File: config.mk
export PLATFORM = sky130hd
export DESIGN_NAME = drbm_cfg_regs
export DESIGN_NICKNAME = d
export VERILOG_FILES = /design/src/design/drbm_pkg.sv /design/src/design/drbm_cfg_regs.sv
export SDC_FILE = /design/constraint.sdc
export NUM_CORES = 1
export LEC_CHECK = 0
export BUFFER_PORTS_ARGS = -buffer_cell sky130_fd_sc_hd__buf_2
export CAP_MARGIN = 0
export CORE_AREA = 2 2 71 73
export DETAILED_ROUTE_END_ITERATION = 10
export DIE_AREA = 0 0 73 75
export GPL_TIMING_DRIVEN = 0
export MAX_ROUTING_LAYER = met4
export PLACE_DENSITY = 0.82
export SETUP_SLACK_MARGIN = 0.15
export SLEW_MARGIN = 40
export SYNTH_ARGS = -nofsm -noshare
export SYNTH_HDL_FRONTEND = slang
export SYNTH_SLANG_ARGS = --single-unit
File: constraint.sdc
create_clock -name i_clk -period 1.2 [get_ports i_clk]
set_input_delay 0.06 -clock i_clk [delete_from_list [all_inputs] [get_ports i_clk]]
set_output_delay 0.06 -clock i_clk [all_outputs]
set_load 0.01 [all_outputs]
File: src/design/drbm_pkg.sv
package drbm_pkg;

    localparam int DEF_BLOCK_SIZE       = 16;
    localparam int DEF_MAX_GRID_COLUMNS = 128;
    localparam int DEF_MAX_GRID_ROWS    = 128;

    localparam int COORD_W    = 13;
    localparam int QUERY_W    = 14;
    localparam int COUNT_W    = 15;
    localparam int COUNT_MAX  = 32767;
    localparam int GRID_REG_W = 8;
    localparam int DIV_IN_W   = 14;
    localparam int RECIP_W    = 16;

    localparam int APB_ADDR_W = 4;
    localparam int APB_DATA_W = 32;

    localparam logic [1:0] CMD_CLEAR = 2'd0;
    localparam logic [1:0] CMD_MARK  = 2'd1;
    localparam logic [1:0] CMD_READ  = 2'd2;

    typedef enum logic [1:0] {
        REG_ORIGIN_X,
        REG_ORIGIN_Y,
        REG_GRID_COLUMNS,
        REG_GRID_ROWS
    } t_reg_idx;

    typedef enum logic [3:0] {
        ST_INIT,
        ST_IDLE,
        ST_SETUP,
        ST_DIV,
        ST_CLIP,
        ST_PLAN,
        ST_BASE,
        ST_MARK,
        ST_CLEAR,
        ST_READ,
        ST_RDWAIT
    } t_state;

    typedef struct packed {
        logic [COORD_W-1:0]    origin_x;
        logic [COORD_W-1:0]    origin_y;
        logic [GRID_REG_W-1:0] grid_columns;
        logic [GRID_REG_W-1:0] grid_rows;
    } t_cfg;

    typedef struct packed {
        logic [1:0]         command;
        logic [COORD_W-1:0] rect_left;
        logic [COORD_W-1:0] rect_top;
        logic [COORD_W-1:0] rect_width;
        logic [COORD_W-1:0] rect_height;
        logic [QUERY_W-1:0] query_block;
    } t_in;

    typedef struct packed {
        logic               flag_value;
        logic [COUNT_W-1:0] blocks_set;
    } t_out;

    typedef struct packed {
        logic wr_en;
        logic rd_en;
        logic wr_data;
    } t_mem_ctl;

endpackage

File: src/design/drbm_cfg_regs.sv
module drbm_cfg_regs
    import drbm_pkg::*;
(
    input  logic                  i_clk,
    input  logic                  i_rst_n,
    input  logic                  psel,
    input  logic                  penable,
    input  logic                  pwrite,
    input  logic [APB_ADDR_W-1:0] paddr,
    input  logic [APB_DATA_W-1:0] pwdata,
    output logic [APB_DATA_W-1:0] prdata,
    output logic                  pready,
    output t_cfg                  o_cfg
);

    t_cfg     r_cfg;
    t_reg_idx reg_idx;
    logic     wr_hit;

    assign reg_idx = t_reg_idx'(paddr[3:2]);
    assign pready  = 1'b1;
    assign wr_hit  = psel && penable && pwrite && pready;
    assign o_cfg   = r_cfg;

    always_ff @(posedge i_clk) begin
        if (!i_rst_n) begin
            r_cfg.origin_x     <= '0;
            r_cfg.origin_y     <= '0;
            r_cfg.grid_columns <= GRID_REG_W'(1);
            r_cfg.grid_rows    <= GRID_REG_W'(1);
        end else if (wr_hit) begin
            unique case (reg_idx)
                REG_ORIGIN_X:     r_cfg.origin_x     <= pwdata[COORD_W-1:0];
                REG_ORIGIN_Y:     r_cfg.origin_y     <= pwdata[COORD_W-1:0];
                REG_GRID_COLUMNS: r_cfg.grid_columns <= pwdata[GRID_REG_W-1:0];
                REG_GRID_ROWS:    r_cfg.grid_rows    <= pwdata[GRID_REG_W-1:0];
            endcase
        end
    end

    always_comb begin
        unique case (reg_idx)
            REG_ORIGIN_X:     prdata = APB_DATA_W'(r_cfg.origin_x);
            REG_ORIGIN_Y:     prdata = APB_DATA_W'(r_cfg.origin_y);
            REG_GRID_COLUMNS: prdata = APB_DATA_W'(r_cfg.grid_columns);
            REG_GRID_ROWS:    prdata = APB_DATA_W'(r_cfg.grid_rows);
        endcase
    end

endmodule

== Word-level counts from Yosys, hierarchy flattened ==
Index checks and enable logic that the tools add are counted.
Word-level totals
  register bits: 42
  input bits: 41
  output and inout port bits: 75
  logic and storage cells: 15
Cells by class
  mux-type cells: 1
  eq/ne operators: 3
  reduce and logical (&&, ||, !) cells: 7
Operators by type and width (number)
  $pmux W32 S4: 1
  $reduce_and A2 Y1: 4
  $eq A2 B2 Y1 const B: 2
  $eq A2 B1 Y1 const B: 1
  $logic_and A1 B1 Y1: 2
  $logic_not A2 Y1: 1

== Depth between registers and ports, before layout ==
  depth in word-level cells: 3
  depth in mapped cells: 6

== Least setup slack after synthesis ==
No wires, ideal clock.
  path kind: input port to flip-flop
  from: in paddr[3]
  to: reg r_cfg, in the netlist o_cfg[20]
  library setup time: 120 ps
  arrival: 958 ps
  setup slack: 122 ps
  cell stages on the path: 5
  path through: buf_4 -> or3_1 -> buf_6 -> buf_12 -> mux2i_1
Between the ends
  longest elaborated chain between the ends: 2
Ends and longest elaborated chain
  from (decl): RTL line drbm_cfg_regs.sv:9  | input logic [APB_ADDR_W-1:0] paddr,
  $eq A2 B1 Y1: RTL line drbm_cfg_regs.sv:32  | unique case (reg_idx)
  $reduce_and A2 Y1 (no line)
  to (decl): RTL line drbm_cfg_regs.sv:16  | t_cfg r_cfg;
No other way between the ends.
A chain may end at the register's enable or synchronous reset.

== Final worst setup path ==
  from: reg r_cfg, in the netlist o_cfg[34]
  to: out prdata[5]
Between the ends
  longest elaborated chain between the ends: 1
Ends and longest elaborated chain
  $pmux W32 S4: RTL line drbm_cfg_regs.sv:42  | unique case (reg_idx)
  to (decl): RTL line drbm_cfg_regs.sv:11  | output logic [APB_DATA_W-1:0] prdata,
No other way between the ends. The select of a mux whose other input is x is not followed.

==> impl.org <==
** Status
- The run finished, with violations left.
- Violations in the final reports :: negative setup slack

** Power
- Maximum VDD drop :: 0.0004949 V
- For this design the ratio of total power to cell area is 924.8 nW/um^2.
- The analysis attributes to cell leakage a power of ~1.5 nW.
- Overall power consumption after layout is estimated at between 2 and 3 mW.

** Timing
- The total count of max-transition violations in the final report came to 0.
- The worst path in the final design needs a cycle of 1.291 ns, including I/O delays and setup.
- Period Utilization, post-route :: 107.6%
- Highest clock rate :: 774.7 MHz
- Setup violations remaining at the end of the flow were counted as 8.
- WHS :: 0.02480 ns
- Slew Limit Headroom :: 57.21%
- Least setup slack across all paths after layout :: -0.09075 ns
- Unrepaired setup endpoints after global routing :: yes
- Pin slew with the least headroom to its limit :: around 0.64 ns
- For the final database, setup skew stands at 0 ns.
- Setup total negative slack :: -0.6433 ns
- Final Hold Vio Count :: 0

** Worst setup path
- In this design, the stage delay of the slowest critical-path cell is 0.47 ns.
- Register-to-register setup slack :: 0.45 ns
- Critical Path Sink :: prdata[5]
- Cell family with most CP delay :: multiplexers
- The endpoint identified for the worst register-to-register timing path is o_cfg[0]$_SDFFE_PN1P_.
- At the worst endpoint, the required time is 1.14 ns.
- Kind of critical path :: reg -> out
- Measured in cells, the most critical reg-to-reg path has a length of 3.
- The number of buffers and inverters on the critical path is 1.
- Worst Path Arrival :: approximately 1.2 ns
- In this run the number of cells on the critical path is 2.
- The most critical setup path has its startpoint at o_cfg[34]$_SDFFE_PN0P_.
- Largest driver fanout on the critical path :: 2
- The startpoint identified for the worst register-to-register timing path is o_cfg[0]$_SDFFE_PN1P_.
- Worst Setup Start Kind :: flip-flop
- The worst setup path is captured at an output pin.
- On the critical path, the stage with the largest delay is an instance of mux4_2.
- Sequence of cells on the critical path :: mux4_2, buf_6

** GRT
- Largest net degree at the start of global routing :: 13
- The first global-routing pass estimated around 7800 um of wire.
- For this run, the total global-route usage over all layers was measured as 20.18%.
- Total overflow reported by the global router :: 0
- Antenna violations before repair :: 0
- The number of global-route vias before repair is 1559.

** Detailed routing
- In the final routed layout, each cell accounts on average for 14.37 um.
- Vias :: 1740
- Antenna-violating nets left :: 0
- The final layout contains routed wiring with a total length of between 5000 and 6000 um.
- Using the TritonRoute via totals, the vias-per-cell ratio works out to 4.690.
- After detailed routing, the number of remaining DRC violations is 0.
- The first detailed-routing pass ran for 4 iterations.
- 1st-iter DRT viols :: between 80 and 90

** Synthesis
- Sequential element share of the synthesized area :: 41.46%
- The average instance in the mapped netlist occupies 10.09 um^2.
- Synthesis inferred between 40 and 50 register bits.
- Count of cell types in the netlist :: 20
- Cell area after synthesis :: ~2000 um^2
- Number of warning messages in the yosys log :: 0
- Count of mapped cells out of synthesis :: 201

** Clock tree
- TritonCTS built the clock tree.
- The clock passes through at most 2 buffers.
- Clock latency reported for the late side of the worst-skew pair :: 0.29 ns
- Hold repair after CTS inserted 0 buffers.
- Clock-pin slew was measured on the worst setup and hold paths at about 0.08 ns.
- CTS H-tree depth :: 2
- Clock Root Buffer :: clkbuf_8
- TritonCTS Buffers :: 5
- Number of clock sinks :: 42

** Cells and area
- After filler insertion, the fill cell instance count of the layout stands at 413.
- Number of nets in the finished design :: about 360
- In the final layout, the share of cells above drive strength 1 is 53.31%.
- The area growth from synthesis to layout is 39.73%.
- Fin area :: 2834 um^2
- Max FFs per register :: 42
- 0 antenna diodes ended up in the layout.

** Die
- From left edge to right edge, the die measures 73 um.
- For this design the top-level I/O count stands at 116.
- In this run the standard cell core region covers 4661 um^2.
- The die is roughly 75 um tall.
- Row generation in the floorplan step produced 25 rows.
- The initial utilization of the core area, before any placement, comes to 43.52%.
- Die area :: 5475 um^2

** Flow run
- Max-cap violations in this run came to 0.

** Placement
- In this run the tool buffered the top-level ports with 71 buffer cells.
- Detailed-placement wirelength estimate :: about 3600 um
- The congestion estimate from routability-driven global placement came to 0.7543.
- Area post-placement :: between 2000 and 3000 um^2

** Hold path
- The worst hold path belongs to the class in -> reg.
-- report_power, final --
group | switching [mW] | internal [mW] | total (mW)
clock | 0.466 | 0.391 | 0.856
sequential | 0.0112 | 1.41 | 1.42
combinational | 0.183 | 0.158 | 0.341
total | 0.660 | 1.96 | 2.62
-- worst reg2reg max path, stage by stage, from the launching register on --
cell and delay, ns:
dfxtp_2 0.33, buf_4 0.13, nor2b_1 0.10, mux2i_1 0.07
-- synthesized netlist by cell type, drive strengths merged --
cell type | number | area (um^2)
nand2 | 53 | 198.9
mux2i | 47 | 470.5
dfxtp | 42 | 840.8
buf | 28 | 222.7
mux4 | 8 | 183.9
clkbuf | 6 | 22.52
nor2 | 6 | 25.03
nor2b | 3 | 18.77
conb | 2 | 7.510
inv | 1 | 3.750
nand3 | 1 | 5.000
nand4 | 1 | 6.260
nor3 | 1 | 10.01
or2 | 1 | 6.260
or3 | 1 | 6.260
-- logic make-up (layout without fill, tap and decap cells) --
| kind of cell | count (synthesis) | in the layout | synth area share [%] |
|---|---|---|---|
| multiplexers | 55 | 55 | 32.26 |
| flip-flops | 42 | 42 | 41.46 |
| other | 2 | 20 | 0.3703 |
| buffers and inverters | 35 | 133 | 12.28 |
| AND/OR/NAND/NOR | 67 | 67 | 13.63 |
-- metal layers --
layer	global-route usage, %	vias to the layer above	part of all wire, %
met5	-	-	0
met4	6.379	0	1.1
met3	5.221	6	5.7
met2	33.53	66	48
met1	23.99	805	45
li1	-	863	-
-- layout make-up --
type | count | area [um^2] | area share (%)
Timing Repair Buffer | 91 | 549.3 | 19.38
Clock inverter | 2 | 10.01 | 0.3532
Sequential cell | 42 | 879.6 | 31.04
Buffer | 34 | 252.7 | 8.918
Clock buffer | 5 | 68.82 | 2.428
Tap cell | 54 | 67.56 | 2.384
Inverter | 1 | 3.754 | 0.1325
Multi-Input combinational cell | 142 | 1002 | 35.36
-- how the worst min path moves through the flow --
stage	startpoint	endpoint	depth (start not counted)
after detailed placement	pwdata[11]	o_cfg[40]$_SDFFE_PN0P_	3
after global placement	pwdata[10]	o_cfg[26]$_SDFFE_PN0P_	3
after global routing	pwdata[9]	o_cfg[25]$_SDFFE_PN0P_	3
after CTS	pwdata[8]	o_cfg[24]$_SDFFE_PN0P_	3
after floorplan	pwdata[0]	o_cfg[16]$_SDFFE_PN0P_	2
final	pwdata[12]	o_cfg[28]$_SDFFE_PN0P_	3
-- per-stage QoR --
stage	std cells	setup slack, ns	utilization, %
floorplan	219	0.1501	-
global placement	344	-0.08312	54.20
detailed placement	344	-0.08880	54.20
CTS	368	-0.1026	59.87
global route	371	-0.1275	60.81
finish	371	-0.09075	60.81
-- timing repair --
action,4_1_cts,5_1_grt
setup endpoints to repair,8,12
gates resized for setup,26,13
endpoints found under the hold margin,0,0
buffers inserted,17,3
-- cell usage in the layout (no fill, tap or decap), drive strengths merged --
cell type | Yosys | routed
or2 | 1 | 1
clkbuf | 6 | 11
nand4 | 1 | 1
clkinv | 0 | 2
nand3 | 1 | 1
buf | 28 | 119
conb | 2 | 20
or3 | 1 | 1
nand2 | 53 | 53
nor3 | 1 | 1
dfxtp | 42 | 42
mux4 | 8 | 8
inv | 1 | 1
mux2i | 47 | 47
nor2 | 6 | 6
nor2b | 3 | 3
Note: power is estimated with default switching activity, not from simulation.
