File: src/design/drbm_pkg.sv
package drbm_pkg;

    localparam int DEF_BLOCK_SIZE       = 16;
    localparam int DEF_MAX_GRID_COLUMNS = 128;
    localparam int DEF_MAX_GRID_ROWS    = 128;

    localparam int COORD_W    = 13;
    localparam int QUERY_W    = 14;
    localparam int COUNT_W    = 15;
    localparam int COUNT_MAX  = 32767;
    localparam int GRID_REG_W = 8;
    localparam int DIV_IN_W   = 14;
    localparam int RECIP_W    = 16;

    localparam int APB_ADDR_W = 4;
    localparam int APB_DATA_W = 32;

    localparam logic [1:0] CMD_CLEAR = 2'd0;
    localparam logic [1:0] CMD_MARK  = 2'd1;
    localparam logic [1:0] CMD_READ  = 2'd2;

    typedef enum logic [1:0] {
        REG_ORIGIN_X,
        REG_ORIGIN_Y,
        REG_GRID_COLUMNS,
        REG_GRID_ROWS
    } t_reg_idx;

    typedef enum logic [3:0] {
        ST_INIT,
        ST_IDLE,
        ST_SETUP,
        ST_DIV,
        ST_CLIP,
        ST_PLAN,
        ST_BASE,
        ST_MARK,
        ST_CLEAR,
        ST_READ,
        ST_RDWAIT
    } t_state;

    typedef struct packed {
        logic [COORD_W-1:0]    origin_x;
        logic [COORD_W-1:0]    origin_y;
        logic [GRID_REG_W-1:0] grid_columns;
        logic [GRID_REG_W-1:0] grid_rows;
    } t_cfg;

    typedef struct packed {
        logic [1:0]         command;
        logic [COORD_W-1:0] rect_left;
        logic [COORD_W-1:0] rect_top;
        logic [COORD_W-1:0] rect_width;
        logic [COORD_W-1:0] rect_height;
        logic [QUERY_W-1:0] query_block;
    } t_in;

    typedef struct packed {
        logic               flag_value;
        logic [COUNT_W-1:0] blocks_set;
    } t_out;

    typedef struct packed {
        logic wr_en;
        logic rd_en;
        logic wr_data;
    } t_mem_ctl;

endpackage

File: src/design/drbm_seq.sv
module drbm_seq
    import drbm_pkg::*;
#(
    parameter int BLOCK_SIZE       = DEF_BLOCK_SIZE,
    parameter int MAX_GRID_COLUMNS = DEF_MAX_GRID_COLUMNS,
    parameter int MAX_GRID_ROWS    = DEF_MAX_GRID_ROWS,
    parameter int MAP_AW           = (MAX_GRID_COLUMNS * MAX_GRID_ROWS > 1) ?
                                     $clog2(MAX_GRID_COLUMNS * MAX_GRID_ROWS) : 1
) (
    input  logic              i_clk,
    input  logic              i_rst_n,
    input  logic              i_start,
    input  t_in               i_cmd,
    input  t_cfg              i_cfg,
    output logic              o_busy,
    output logic              o_valid,
    output t_out              o_result,
    output t_mem_ctl          o_mem_ctl,
    output logic [MAP_AW-1:0] o_mem_addr,
    input  logic              i_mem_rdata
);

    localparam int MAP_DEPTH  = MAX_GRID_COLUMNS * MAX_GRID_ROWS;
    localparam int CW         = $clog2(MAX_GRID_COLUMNS + 1);
    localparam int RW         = $clog2(MAX_GRID_ROWS + 1);
    localparam int AREA_W     = CW + RW;
    localparam int BASE_W     = COORD_W + CW;
    localparam int SUM_W      = MAP_AW + 1;
    localparam int DIV_SHIFT  = DIV_IN_W + $clog2(BLOCK_SIZE);
    localparam int DIV_RECIP  = ((1 << DIV_SHIFT) + BLOCK_SIZE - 1) / BLOCK_SIZE;
    localparam int DIV_PROD_W = DIV_IN_W + RECIP_W;
    localparam int SPAN_W     = COORD_W + 1;
    localparam int CNT_W      = 2 * SPAN_W;

    t_state              r_state, n_state;
    t_in                 r_cmd;
    t_out                r_out;
    logic                r_valid;
    logic [AREA_W-1:0]   r_addr;
    logic [AREA_W-1:0]   r_area;
    logic [DIV_IN_W-1:0] r_xf, r_xl, r_yf, r_yl;
    logic                r_empty;
    logic [1:0]          r_div_idx;
    logic [COORD_W-1:0]  r_c0, r_c1, r_r0, r_r1;
    logic [COORD_W-1:0]  r_row, r_col;
    logic [COUNT_W-1:0]  r_count;
    logic [MAP_AW-1:0]   r_base;

    logic [CW-1:0]         cols_eff;
    logic [RW-1:0]         rows_eff;
    logic [AREA_W-1:0]     area_prod;
    logic [15:0]           xf, xl, yf, yl;
    logic [DIV_IN_W-1:0]   div_op;
    logic [DIV_PROD_W-1:0] div_prod;
    logic [COORD_W-1:0]    div_q;
    logic                  clip_empty;
    logic [SPAN_W-1:0]     span_c, span_r;
    logic [CNT_W-1:0]      cnt_prod;
    logic [BASE_W-1:0]     base_prod;
    logic [SUM_W-1:0]      mark_sum;
    logic                  mark_last;
    logic                  q_in_range;
    logic                  done;
    t_out                  res_next;

    // grid size clamp
    always_comb begin
        priority if (i_cfg.grid_columns == '0) begin
            cols_eff = CW'(1);
        end else if (32'(i_cfg.grid_columns) > MAX_GRID_COLUMNS) begin
            cols_eff = CW'(MAX_GRID_COLUMNS);
        end else begin
            cols_eff = CW'(i_cfg.grid_columns);
        end
        priority if (i_cfg.grid_rows == '0) begin
            rows_eff = RW'(1);
        end else if (32'(i_cfg.grid_rows) > MAX_GRID_ROWS) begin
            rows_eff = RW'(MAX_GRID_ROWS);
        end else begin
            rows_eff = RW'(i_cfg.grid_rows);
        end
    end

    assign area_prod = AREA_W'(cols_eff) * AREA_W'(rows_eff);

    // first and last pixel relative to origin, two's complement
    assign xf = 16'(r_cmd.rect_left) - 16'(i_cfg.origin_x);
    assign xl = 16'(r_cmd.rect_left) + 16'(r_cmd.rect_width) - 16'd1
              - 16'(i_cfg.origin_x);
    assign yf = 16'(r_cmd.rect_top) - 16'(i_cfg.origin_y);
    assign yl = 16'(r_cmd.rect_top) + 16'(r_cmd.rect_height) - 16'd1
              - 16'(i_cfg.origin_y);

    // divide by block size: reciprocal multiply, exact for 14-bit operands
    always_comb begin
        unique case (r_div_idx)
            2'd0: div_op = r_xf;
            2'd1: div_op = r_xl;
            2'd2: div_op = r_yf;
            2'd3: div_op = r_yl;
        endcase
    end

    assign div_prod = DIV_PROD_W'(div_op) * DIV_PROD_W'(DIV_RECIP);
    assign div_q    = COORD_W'(div_prod >> DIV_SHIFT);

    assign clip_empty = r_empty || (32'(r_c0) >= 32'(cols_eff))
                      || (32'(r_r0) >= 32'(rows_eff));

    assign span_c   = SPAN_W'(r_c1) - SPAN_W'(r_c0) + SPAN_W'(1);
    assign span_r   = SPAN_W'(r_r1) - SPAN_W'(r_r0) + SPAN_W'(1);
    assign cnt_prod = CNT_W'(span_c) * CNT_W'(span_r);

    assign base_prod = BASE_W'(r_r0) * BASE_W'(cols_eff);
    assign mark_sum  = SUM_W'(r_base) + SUM_W'(r_col);
    assign mark_last = (r_col == r_c1) && (r_row == r_r1);

    assign q_in_range = 32'(r_cmd.query_block) < 32'(r_area);

    // next state
    always_comb begin
        n_state = r_state;
        unique case (r_state)
            ST_INIT: begin
                if (r_addr == AREA_W'(MAP_DEPTH - 1)) n_state = ST_IDLE;
            end
            ST_IDLE: begin
                if (i_start) n_state = ST_SETUP;
            end
            ST_SETUP: begin
                priority if (r_cmd.command == CMD_CLEAR) n_state = ST_CLEAR;
                else if (r_cmd.command == CMD_MARK)      n_state = ST_DIV;
                else if (r_cmd.command == CMD_READ)      n_state = ST_READ;
                else                                     n_state = ST_IDLE;
            end
            ST_DIV: begin
                if (r_div_idx == 2'd3) n_state = ST_CLIP;
            end
            ST_CLIP:   n_state = clip_empty ? ST_IDLE : ST_PLAN;
            ST_PLAN:   n_state = ST_BASE;
            ST_BASE:   n_state = ST_MARK;
            ST_MARK: begin
                if (mark_last) n_state = ST_IDLE;
            end
            ST_CLEAR: begin
                if (r_addr == r_area - AREA_W'(1)) n_state = ST_IDLE;
            end
            ST_READ:   n_state = ST_RDWAIT;
            ST_RDWAIT: n_state = ST_IDLE;
            default:   n_state = ST_IDLE;
        endcase
    end

    // outputs
    always_comb begin
        o_mem_ctl  = '0;
        o_mem_addr = '0;
        done       = 1'b0;
        res_next   = '0;
        unique case (r_state)
            ST_INIT: begin
                o_mem_ctl.wr_en = 1'b1;
                o_mem_addr      = r_addr[MAP_AW-1:0];
            end
            ST_SETUP: begin
                done = (r_cmd.command != CMD_CLEAR) && (r_cmd.command != CMD_MARK)
                    && (r_cmd.command != CMD_READ);
            end
            ST_CLIP: begin
                done = clip_empty;
            end
            ST_MARK: begin
                o_mem_ctl.wr_en   = 1'b1;
                o_mem_ctl.wr_data = 1'b1;
                o_mem_addr        = mark_sum[MAP_AW-1:0];
                done              = mark_last;
                res_next.blocks_set = r_count;
            end
            ST_CLEAR: begin
                o_mem_ctl.wr_en = 1'b1;
                o_mem_addr      = r_addr[MAP_AW-1:0];
                done            = (r_addr == r_area - AREA_W'(1));
            end
            ST_READ: begin
                o_mem_ctl.rd_en = 1'b1;
                o_mem_addr      = q_in_range ? MAP_AW'(r_cmd.query_block) : '0;
            end
            ST_RDWAIT: begin
                done                = 1'b1;
                res_next.flag_value = q_in_range & i_mem_rdata;
            end
            default: begin
                done = 1'b0;
            end
        endcase
    end

    assign o_busy   = (r_state != ST_IDLE);
    assign o_valid  = r_valid;
    assign o_result = r_out;

    always_ff @(posedge i_clk) begin
        if (!i_rst_n) begin
            r_state <= ST_INIT;
            r_valid <= 1'b0;
            r_addr  <= '0;
        end else begin
            r_state <= n_state;
            r_valid <= done;
            if (r_state == ST_IDLE) begin
                r_addr <= '0;
            end else if (r_state == ST_INIT || r_state == ST_CLEAR) begin
                r_addr <= r_addr + AREA_W'(1);
            end
        end
    end

    always_ff @(posedge i_clk) begin
        if (r_state == ST_IDLE && i_start) begin
            r_cmd <= i_cmd;
        end
        if (done) begin
            r_out <= res_next;
        end
        unique case (r_state)
            ST_SETUP: begin
                r_area    <= area_prod;
                r_xf      <= xf[15] ? '0 : xf[DIV_IN_W-1:0];
                r_xl      <= xl[DIV_IN_W-1:0];
                r_yf      <= yf[15] ? '0 : yf[DIV_IN_W-1:0];
                r_yl      <= yl[DIV_IN_W-1:0];
                r_empty   <= (r_cmd.rect_width == '0) || (r_cmd.rect_height == '0)
                          || xl[15] || yl[15];
                r_div_idx <= '0;
            end
            ST_DIV: begin
                unique case (r_div_idx)
                    2'd0: r_c0 <= div_q;
                    2'd1: r_c1 <= div_q;
                    2'd2: r_r0 <= div_q;
                    2'd3: r_r1 <= div_q;
                endcase
                r_div_idx <= r_div_idx + 2'd1;
            end
            ST_CLIP: begin
                if (32'(r_c1) >= 32'(cols_eff)) r_c1 <= COORD_W'(cols_eff - CW'(1));
                if (32'(r_r1) >= 32'(rows_eff)) r_r1 <= COORD_W'(rows_eff - RW'(1));
            end
            ST_PLAN: begin
                r_count <= (cnt_prod > CNT_W'(COUNT_MAX)) ? COUNT_W'(COUNT_MAX)
                                                          : cnt_prod[COUNT_W-1:0];
            end
            ST_BASE: begin
                r_base <= base_prod[MAP_AW-1:0];
                r_row  <= r_r0;
                r_col  <= r_c0;
            end
            ST_MARK: begin
                if (r_col == r_c1) begin
                    r_col  <= r_c0;
                    r_row  <= r_row + COORD_W'(1);
                    r_base <= r_base + MAP_AW'(cols_eff);
                end else begin
                    r_col <= r_col + COORD_W'(1);
                end
            end
            default: begin
                r_div_idx <= r_div_idx;
            end
        endcase
    end

endmodule

File: config.mk
export PLATFORM = sky130hd
export DESIGN_NAME = drbm_seq
export DESIGN_NICKNAME = d
export VERILOG_FILES = /design/src/design/drbm_pkg.sv /design/src/design/drbm_seq.sv
export SDC_FILE = /design/constraint.sdc
export NUM_CORES = 1
export LEC_CHECK = 0
export BUFFER_PORTS_ARGS = -buffer_cell sky130_fd_sc_hd__buf_4
export CAP_MARGIN = 20
export CORE_ASPECT_RATIO = 0.7
export CORE_UTILIZATION = 58
export DETAILED_ROUTE_END_ITERATION = 7
export HOLD_SLACK_MARGIN = 0.1
export PLACE_DENSITY_LB_ADDON = 0.2
export RECOVER_POWER = 100
export SYNTH_ARGS = -nofsm -noshare
export SYNTH_HDL_FRONTEND = slang
export SYNTH_SLANG_ARGS = --single-unit
File: constraint.sdc
create_clock -name i_clk -period 8.6 [get_ports i_clk]
set_input_delay 0.43 -clock i_clk [delete_from_list [all_inputs] [get_ports i_clk]]
set_output_delay 0.43 -clock i_clk [all_outputs]
set_load 0.01 [all_outputs]
==> Word-level counts from Yosys, hierarchy flattened <==
Index checks and enable logic that the tools add are counted.
{ "word_totals": {"register_bits": 281, "inputBits": 114, "output_inout_bits": 35, "word_cells": 155} }
{ "op_classes": {"addsub": 21, "multipliers": 3, "n_lt_le_gt_ge": 8, "n_eq_ne": 31, "mux": 34, "bitwise_logic": 2, "reduce_logical": 30} }
{ "ops": {"columns": ["operator", "n"], "rows": [
  ["$pmux 13 s2", 4],
  ["$pmux 14 s3", 2],
  ["$mux 13", 6],
  ["$pmux 4 s10", 1],
  ["$mux 4", 8],
  ["$mux 8", 4],
  ["$sub 15x14->16", 2],
  ["$sub 14x1->15 const B", 2],
  ["$add 13x13->14", 2],
  ["$add 14x1->14 const B", 2],
  ["$gt 28x15->1 const B", 1],
  ["$mul 14x14->28", 1],
  ["$mux 14", 2],
  ["$pmux 14 s2", 1],
  ["$sub 13x10->14", 2],
  ["$sub 13x13->14", 2],
  ["$add 13x1->13 const B", 2],
  ["$eq 13x13->1", 2],
  ["$ge 13x8->1", 2],
  ["$logic_not 13->1", 2],
  ["$ge 10x8->1", 2],
  ["$ne 2x2->1 const B", 9],
  ["$sub 8x1->9 const B", 2],
  ["$add 16x1->16 const B", 1],
  ["35 further kinds", 65]
]} }

==> Longest topological paths before layout <==
Gate-level depths: netlist (run 1).
{ "depth": {"depth_word": 8, "mapped_depth": 35, "depth_no_buf": 34} }

==> Worst setup path after synthesis (run 1) <==
Ideal clock, no wire load.
{ "synth_path": {"path_type": "register -> register", "startpoint": "register r_r0[1]", "endpoint": "register r_count[0] (data pin)", "setup_time_ps": 281, "arrival_ps": 8798, "t_required_ps": 8319, "setup_slack_ps": -479, "stages_incl_launch_ff": 33, "n_path_buf": 1, "period_less_slack_ps": 9079, "cell_sequence": "edfxtp_1 -> ha_1 -> inv_1 -> ha_1 -> inv_1 -> fa_1 -> nor2b_1 -> o21ai_0 -> a21boi_0 -> o21ai_0 -> a21oi_1 -> a31oi_1 -> xnor2_1 -> nand2_1 -> fa_1 -> fa_1 -> inv_1 -> fa_1 -> fa_1 -> fa_1 -> inv_1 -> fa_1 -> inv_1 -> ha_1 -> a21oi_2 -> o22ai_1 -> nor4_2 -> o211ai_1 -> or4b_1 -> or4_4 -> nor4_4 -> buf_6 -> nand3_2"} }
{ "synth_via": {"elab_chain_len": 4} }
{ "synth_lines": {"columns": ["element", "line_no", "text"], "rows": [
  ["start: declaration", "drbm_seq.sv:44", "logic [COORD_W-1:0] r_c0, r_c1, r_r0, r_r1;"],
  ["start signal: assignment", "drbm_seq.sv:240", "2'd2: r_r0 <= div_q;"],
  ["$sub 13x10->14", "drbm_seq.sv:111", "assign span_r = SPAN_W'(r_r1) - SPAN_W'(r_r0) + SPAN_W'(1);"],
  ["$add 14x1->14", "drbm_seq.sv:111", null],
  ["$mul 14x14->28", "drbm_seq.sv:112", "assign cnt_prod = CNT_W'(span_c) * CNT_W'(span_r);"],
  ["$gt 28x15->1", "drbm_seq.sv:250", "r_count <= (cnt_prod > CNT_W'(COUNT_MAX)) ? COUNT_W'(COUNT_MAX)"],
  ["end signal: assignment", "drbm_seq.sv:250", null],
  ["end: declaration", "drbm_seq.sv:46", "logic [COUNT_W-1:0] r_count;"]
]} }
No other way between the ends.
A chain may end at the register's enable or synchronous reset.

==> Worst setup path in the final report (run 1) <==
{ "layout_path": {"startpoint": "register r_c0[3]", "endpoint": "register r_count[9] (data pin)"} }
{ "layout_via": {"elab_chain_len": 4} }
{ "layout_lines": {"columns": ["element", "line_no", "text"], "rows": [
  ["start: declaration", "drbm_seq.sv:44", null],
  ["start signal: assignment", "drbm_seq.sv:238", "2'd0: r_c0 <= div_q;"],
  ["$sub 13x10->14 (*)", "drbm_seq.sv:110", "assign span_c = SPAN_W'(r_c1) - SPAN_W'(r_c0) + SPAN_W'(1);"],
  ["$add 14x1->14 (*)", "drbm_seq.sv:110", null],
  ["$mul 14x14->28 (*)", "drbm_seq.sv:112", null],
  ["$gt 28x15->1", "drbm_seq.sv:250", null]
]} }
Every way passes the cells marked *; elsewhere a longest branch is shown, timed or not.

==> flow_summary.toml, run 1 <==
[critical_path]
cpMaxStageDelayCell = "or4_4"
crit_type = "reg2reg"
worst-path-stages = 32
worstPathMaxFanout = 8
reg2regPathDepth = 32
critPathRequiredTime_ns = 8.93
timing.critical_path.mode_cell = "fa_1"
worst_setup_path_end_kind = "flop"
cpLargestDelayFamily = "adder cells"
path_buf_inv = 8
critPathLaunchType = "flop"
cp_data_arrival_time_ns = 8.72
max_stage_delay_ns = 0.56

[place]
port_buffers = 148
place_ws_ns = -0.292
gp_congestion = 0.996
numPlacedInstances = 3908
dp_hpwl_um = 64200

[sta]
finalClockSkew_ns = 0.0181
fin_crit_ns = 8.39
hold_ws_ns = 0.117
setup_viol = 0
finalMaxSlewViolations = 241
setup_tns_ns = 0
fmax_mhz = 119
final-hold-violation-count = 0
fin_ws_ns = 0.214
slew_headroom_pct = -167
tightest_slew_ns = 4.00
finalCritPeriodShare_pct = 97.5

[flow_run]
maxCapViolations = 6

[die]
core_um2 = 48200
start_util_pct = 59.2
row_count = 67
fp.dieH_um = 188
io_pins = 149
dieArea_um2 = 50100
die_x_um = 267

[routing]
ant_nets = 0
vias_per_cell = 5.84
route.detailed.drc = 0
vias = 23800
routed_wl_um = 81500
wl_per_cell_um = 20.0
dr.pass1.iters = 6
drt_iter0_markers = 2249

[synth]
synth_compound_area_share_pct = 9.98
ys_seq_elements = 261
async_flop_share_pct = 0
synth-edff-count = 240
yosysSeqAreaShare_pct = 26.7
synth-xor-area-share_pct = 6.20
yosysWarnings = 0
synth_fa_ha_area_share_pct = 32.0
muxShareOfSynthArea_pct = 0.811
synth-main-ff-cell = "edfxtp_1"
syn-cell-area_um2 = 28500
synthSimpleGateAreaFrac_pct = 16.5
avgSynthCellArea_um2 = 9.34
synth_cells = 3056
synth.distinct_cells = 85
synth_top_family_by_area = "adder cells"

[clocking]
cts_tree = "done"
clk_pin_slew_ns = 0.06
h-tree-depth = 1
cts_root_buf = "clkbuf_16"
clk_latency_ns = 0.60
clock-sinks = 261
cts_buffers = 29
clk_path_buf_depth = 3

[run_status]
violations = "capacitance limit, slew limit"
status = "finished with violations"

[finish]
nets = 4097
final_layout_size_suffix_gt1_share_pct = 12.1
layout_commonest_cell = "inv_1"
fillers = 3753
finalNonFillerCells = 4068
most-common-layout-cells = "inv_1, ha_1, nand2_1, nor2_1, edfxtp_1"
synthToLayoutAreaGrowth_pct = 16.7

[global_route]
gr-total-overflow = 0
grt_pass1_vias = 23600
antenna_found_initial = 1
grt_usage_pct = 32.7
grt_pass1_wl_um = 128000
grt_max_degree = 69

[min_path]
min_path_type = "in2reg"
hold_depth = 2
[final cells by class]
class	count	area, um^2	share of cell area, %
clock buffer	31	733	2.20
tap	655	820	2.46
sequential	261	7630	22.9
clock inverter	23	214	0.642
timing repair buffer	373	2880	8.65
multi-input combinational	2220	19100	57.5
antenna	1	2.50	0.00751
inverter	504	1890	5.68
[stage by stage]
| stage | cell area, um^2 | utilization [%] |
|---|---|---|
| 6_report | 33300 | 69.1 |
| 5_1_grt | 33300 | 69.1 |
| 4_1_cts | 33100 | 68.7 |
| 3_5_place_dp | 31100 | 64.5 |
| 3_3_place_gp | 31100 | 64.5 |
| 2_1_floorplan | 28600 | - |
[synth_stat cells (5+ instances only)]
master / n / share of area (%)
edfxtp_1: 240 / 25
nand2b_1: 35 / 0.77
and3_1: 29 / 0.64
a211o_1: 6 / 0.18
inv_1: 500 / 6.6
buf_1: 7 / 0.092
o21ai_0: 89 / 1.6
nand3_2: 10 / 0.35
xor2_1: 82 / 2.5
a41oi_1: 5 / 0.15
nand4_1: 27 / 0.59
nor3b_1: 5 / 0.13
nand2_1: 282 / 3.7
o21bai_1: 6 / 0.16
ha_1: 368 / 16
a222oi_1: 13 / 0.46
mux2i_1: 22 / 0.77
a21o_1: 40 / 1.1
a31oi_1: 12 / 0.26
fa_1: 226 / 16
nor2b_1: 44 / 0.96
a2111o_1: 5 / 0.20
o2111ai_1: 6 / 0.18
nor3_1: 59 / 1.0
or2_2: 8 / 0.18
nand3b_1: 5 / 0.13
dfxtp_1: 21 / 1.5
a211oi_1: 12 / 0.32
nand3_1: 57 / 1.0
o211ai_1: 16 / 0.42
a2111oi_0: 6 / 0.18
nor4_1: 19 / 0.42
o41ai_1: 5 / 0.15
clkbuf_1: 57 / 0.75
a22oi_1: 10 / 0.26
or4_1: 8 / 0.21
xnor2_1: 120 / 3.7
a21oi_1: 124 / 2.2
and2_1: 91 / 2.0
a21boi_0: 11 / 0.29
or3_1: 18 / 0.39
o21a_1: 22 / 0.58
nor2_1: 249 / 3.3
[layer usage]
metal | routed length (um) | GRT usage (%) | vias up
met5 | 12 | 0 | -
li1 | - | - | 10900
met3 | 9280 | 7.83 | 147
met2 | 34400 | 48.3 | 1122
met4 | 1640 | 6.43 | 2
met1 | 36100 | 48.6 | 11600
[worst register-to-register path, delay by kind of cell, from the launching register on]
family,cells,cell delay [ns]
XOR/XNOR,1,0.35
AND/OR/NAND/NOR,7,1.44
adder cells (fa/ha/maj),9,3.91
flip-flops,1,0.43
buffers and inverters,8,0.84
AO/OA/AOI/OAI,7,1.16
[path summary, 6_finish.rpt]
path | end | start | slack, ns
max reg2reg | r_count[9] | r_c0[3] | 0.21
max | r_count[9] | r_c0[3] | 0.21
min | o_valid | i_rst_n | 0.12
min reg2reg | o_result[10] | r_count[10] | 0.52
[flip-flops by register name (all words and copies together) (netlist names)]
name / flops
o_result: 16
o_valid: 1
r_addr: 16
r_area: 16
r_base: 14
r_c0: 10
r_c1: 11
r_cmd: 68
r_col: 13
r_count: 15
r_div_idx: 2
r_empty: 1
r_r0: 10
r_r1: 11
r_row: 13
r_state: 4
r_xf: 10
r_xl: 10
r_yf: 10
r_yl: 10
[cell families after synthesis]
family,Yosys count
flops,261
buf+inv,576
xor+xnor,202
mux,23
other cells,1
compound gates,433
fa+ha+maj,594
simple gates,966
[repair_timing]
item                       CTS  global route
hold endpoints to repair    68             0
setup buffers               14            21
setup endpoints to repair   15            15
pin swaps                   27            60
resized for setup           48            51
gates cloned                 1             0
hold buffers                68             0
Power of run 1 is left out: the tool's default activity adds up to more than one toggle a clock period on the data nets, which glitch-free logic cannot reach.
==> run 2: changes to the inputs <==
--- a/config.mk
+++ b/config.mk
@@ -5,6 +5,7 @@
 export SDC_FILE = /design/constraint.sdc
 export NUM_CORES = 1
 export LEC_CHECK = 0
+export ABC_AREA = 1
 export BUFFER_PORTS_ARGS = -buffer_cell sky130_fd_sc_hd__buf_4
 export CAP_MARGIN = 20
 export CORE_ASPECT_RATIO = 0.7
==> run 2 against run 1 <==
Sequential share of layout area rose by 0.23 points; synthesized cell count rose by 19%; non-clock buffer count fell by 95; critical path depth grew 7; via count up 6.1%; count of clock-buffer cells in the layout increased by 1; area after synthesis increased by 2.7%; largest cell class unchanged; global-route usage up 0.90 points; first-iteration DRC count is 18% higher; the run still ends with capacitance limit, slew limit left; flip-flop and latch count stayed put; maximum frequency rose by 2.6%.
==> flow_summary.toml, run 2 <==
[sta]
fmax_mhz = 122
setup_viol = 0
tightest_slew_ns = 3.13
finalClockSkew_ns = 0.0392
slew_headroom_pct = -109
setup_tns_ns = 0
fin_ws_ns = 0.426
finalCritPeriodShare_pct = 95.0
final-hold-violation-count = 0
fin_crit_ns = 8.17
finalMaxSlewViolations = 228

[finish]
diodes = 0
largest-register = "r_cmd"
final_cell_area_um2 = 33000
nets = 4598
fillers = 4280
synthToLayoutAreaGrowth_pct = 12.5
largest_reg_flops = 68
most-common-layout-cells = "inv_1, nand2_1, nor2_1, ha_1, edfxtp_1"
final_layout_size_suffix_gt1_share_pct = 6.57
layout_commonest_cell = "inv_1"

[clocking]
h-tree-depth = 1
clk_path_buf_depth = 3
cts_buffers = 28
clk_pin_slew_ns = 0.07
clk_latency_ns = 0.61
cts_tree = "done"
cts_root_buf = "clkbuf_16"
clock-sinks = 261

[run_status]
violations = "capacitance limit, slew limit"
status = "finished with violations"

[flow_run]
maxCapViolations = 5

[synth]
netlist.area_leader.share_pct = 24.6
async_flop_share_pct = 0
ys_top_cells_by_area = "edfxtp_1, ha_1, fa_1, inv_1, nand2_1"
synth-edff-count = 240
yosysSeqAreaShare_pct = 26.0
ys_top_cells_by_count = "inv_1, nand2_1, nor2_1"
synth.distinct_cells = 57
synth.most_common_cell = "inv_1"
yosysWarnings = 0
ys_seq_elements = 261
synth_area_leader_cell = "edfxtp_1"
avgSynthCellArea_um2 = 8.09
synth-main-ff-cell = "edfxtp_1"
syn-cell-area_um2 = 29300
synth_cells = 3625

[critical_path]
max_stage_delay_ns = 0.55
critPathRequiredTime_ns = 8.94
worst_setup_path_end_kind = "flop"
worstPathMaxFanout = 15
crit_type = "reg2reg"
cpMaxStageDelayCell = "fa_1"
critPathLaunchType = "flop"
timing.critical_path.mode_cell = "nand2_1"
cp_data_arrival_time_ns = 8.51

[die]
start_util_pct = 59.1
die_x_um = 271
row_count = 68
fp.dieH_um = 190
dieArea_um2 = 51500
io_pins = 149
core_um2 = 49600

[routing]
wl_per_cell_um = 18.6
ant_nets = 0
route.detailed.drc = 0
routed_wl_um = 85300
drt_iter0_markers = 2646
dr.pass1.iters = 8
vias_per_cell = 5.51
vias = 25200

[place]
place_area_um2 = 31500
port_buffers = 148
place_ws_ns = 0.297
gp_congestion = 1.04
dp_hpwl_um = 69900

[global_route]
grt_usage_pct = 33.6
grt_pass1_wl_um = 133000
grt_max_degree = 61
gr-total-overflow = 0
grt_pass1_vias = 24000
antenna_found_initial = 1

[min_path]
min_path_type = "in2reg"
## run 2: cell count changes in the layout (fill, tap and decap cells not counted), sizes merged, moves of 35 or more
cell | previous run | this run
inv | 503 | 765
a21oi | 126 | 205
xnor2 | 120 | 51
nand2b | 35 | 0
nand3 | 67 | 134
nor2b | 44 | 0
buf | 191 | 92
and2 | 92 | 3
nand2 | 282 | 711
nor2 | 249 | 392
## run 2: logic make-up (layout without fill, tap and decap cells)
group                    Yosys count  count (layout)  synth area share, %
AND/OR/NAND/NOR                 1384            1384                 19.8
buffers and inverters            817            1102                 10.6
adder cells (fa/ha/maj)          594             594                 31.1
AO/OA/AOI/OAI                    434             434                 8.44
flip-flops                       261             261                 26.0
XOR/XNOR                         134             134                 4.07
other                              1               2               0.0128
## run 2: final timing paths
| path | slack [ns] | cells after the start | from | end |
|---|---|---|---|---|
| min reg2reg | 0.54 | 2 | r_addr[0] | r_addr[0] |
| min | 0.13 | 3 | i_mem_rdata | o_result[15] |
| max reg2reg | 0.43 | 39 | r_r0[2] | r_count[9] |
| max | 0.43 | 39 | r_r0[2] | r_count[9] |
## run 2: worst max-delay path, delay by kind of cell (launching register included)
| family | cells | cell delay (ns) |
|---|---|---|
| and+or+nand+nor | 19 | 2.16 |
| DFF | 1 | 0.50 |
| adders and majority gates | 9 | 3.96 |
| buffers and inverters | 8 | 0.80 |
| AOI/OAI and AO/OA | 3 | 0.50 |
## run 2: timing repair
| action | CTS | global route |
|---|---|---|
| hold buffers | 69 | 0 |
| resized for setup | 0 | 2 |
| endpoints found under the setup margin | 0 | 15 |
| buffers inserted | 0 | 3 |
| hold endpoints to repair | 71 | 0 |
## run 2: through the flow
step	hold slack [ns]	utilization [%]	cells
detailed placement	0.532	63.6	4452
finish	0.133	66.5	4576
global placement	0.530	63.6	4452
floorplan	0.477	-	3626
global route	0.150	66.5	4576
CTS	0.116	66.8	4572
## run 2: layer usage
layer  track usage [%]  up-vias  share of wire (%)
met5              1.41        -               0.13
met4              6.56        6                2.1
met3              12.8      111                 14
met2              44.6     1255                 37
met1              50.9    11700                 46
li1                  -    12200                  -
## run 2: area by class of cell
type | instances | area [um^2] | share of cell area, %
Multi-Input combinational cell | 2548 | 18600 | 56.4
Timing Repair Buffer | 278 | 2100 | 6.37
Tap cell | 665 | 832 | 2.52
Sequential cell | 261 | 7630 | 23.1
Clock buffer | 32 | 716 | 2.17
Clock inverter | 19 | 205 | 0.622
Inverter | 773 | 2910 | 8.81
Power of run 2 is left out for the same reason.
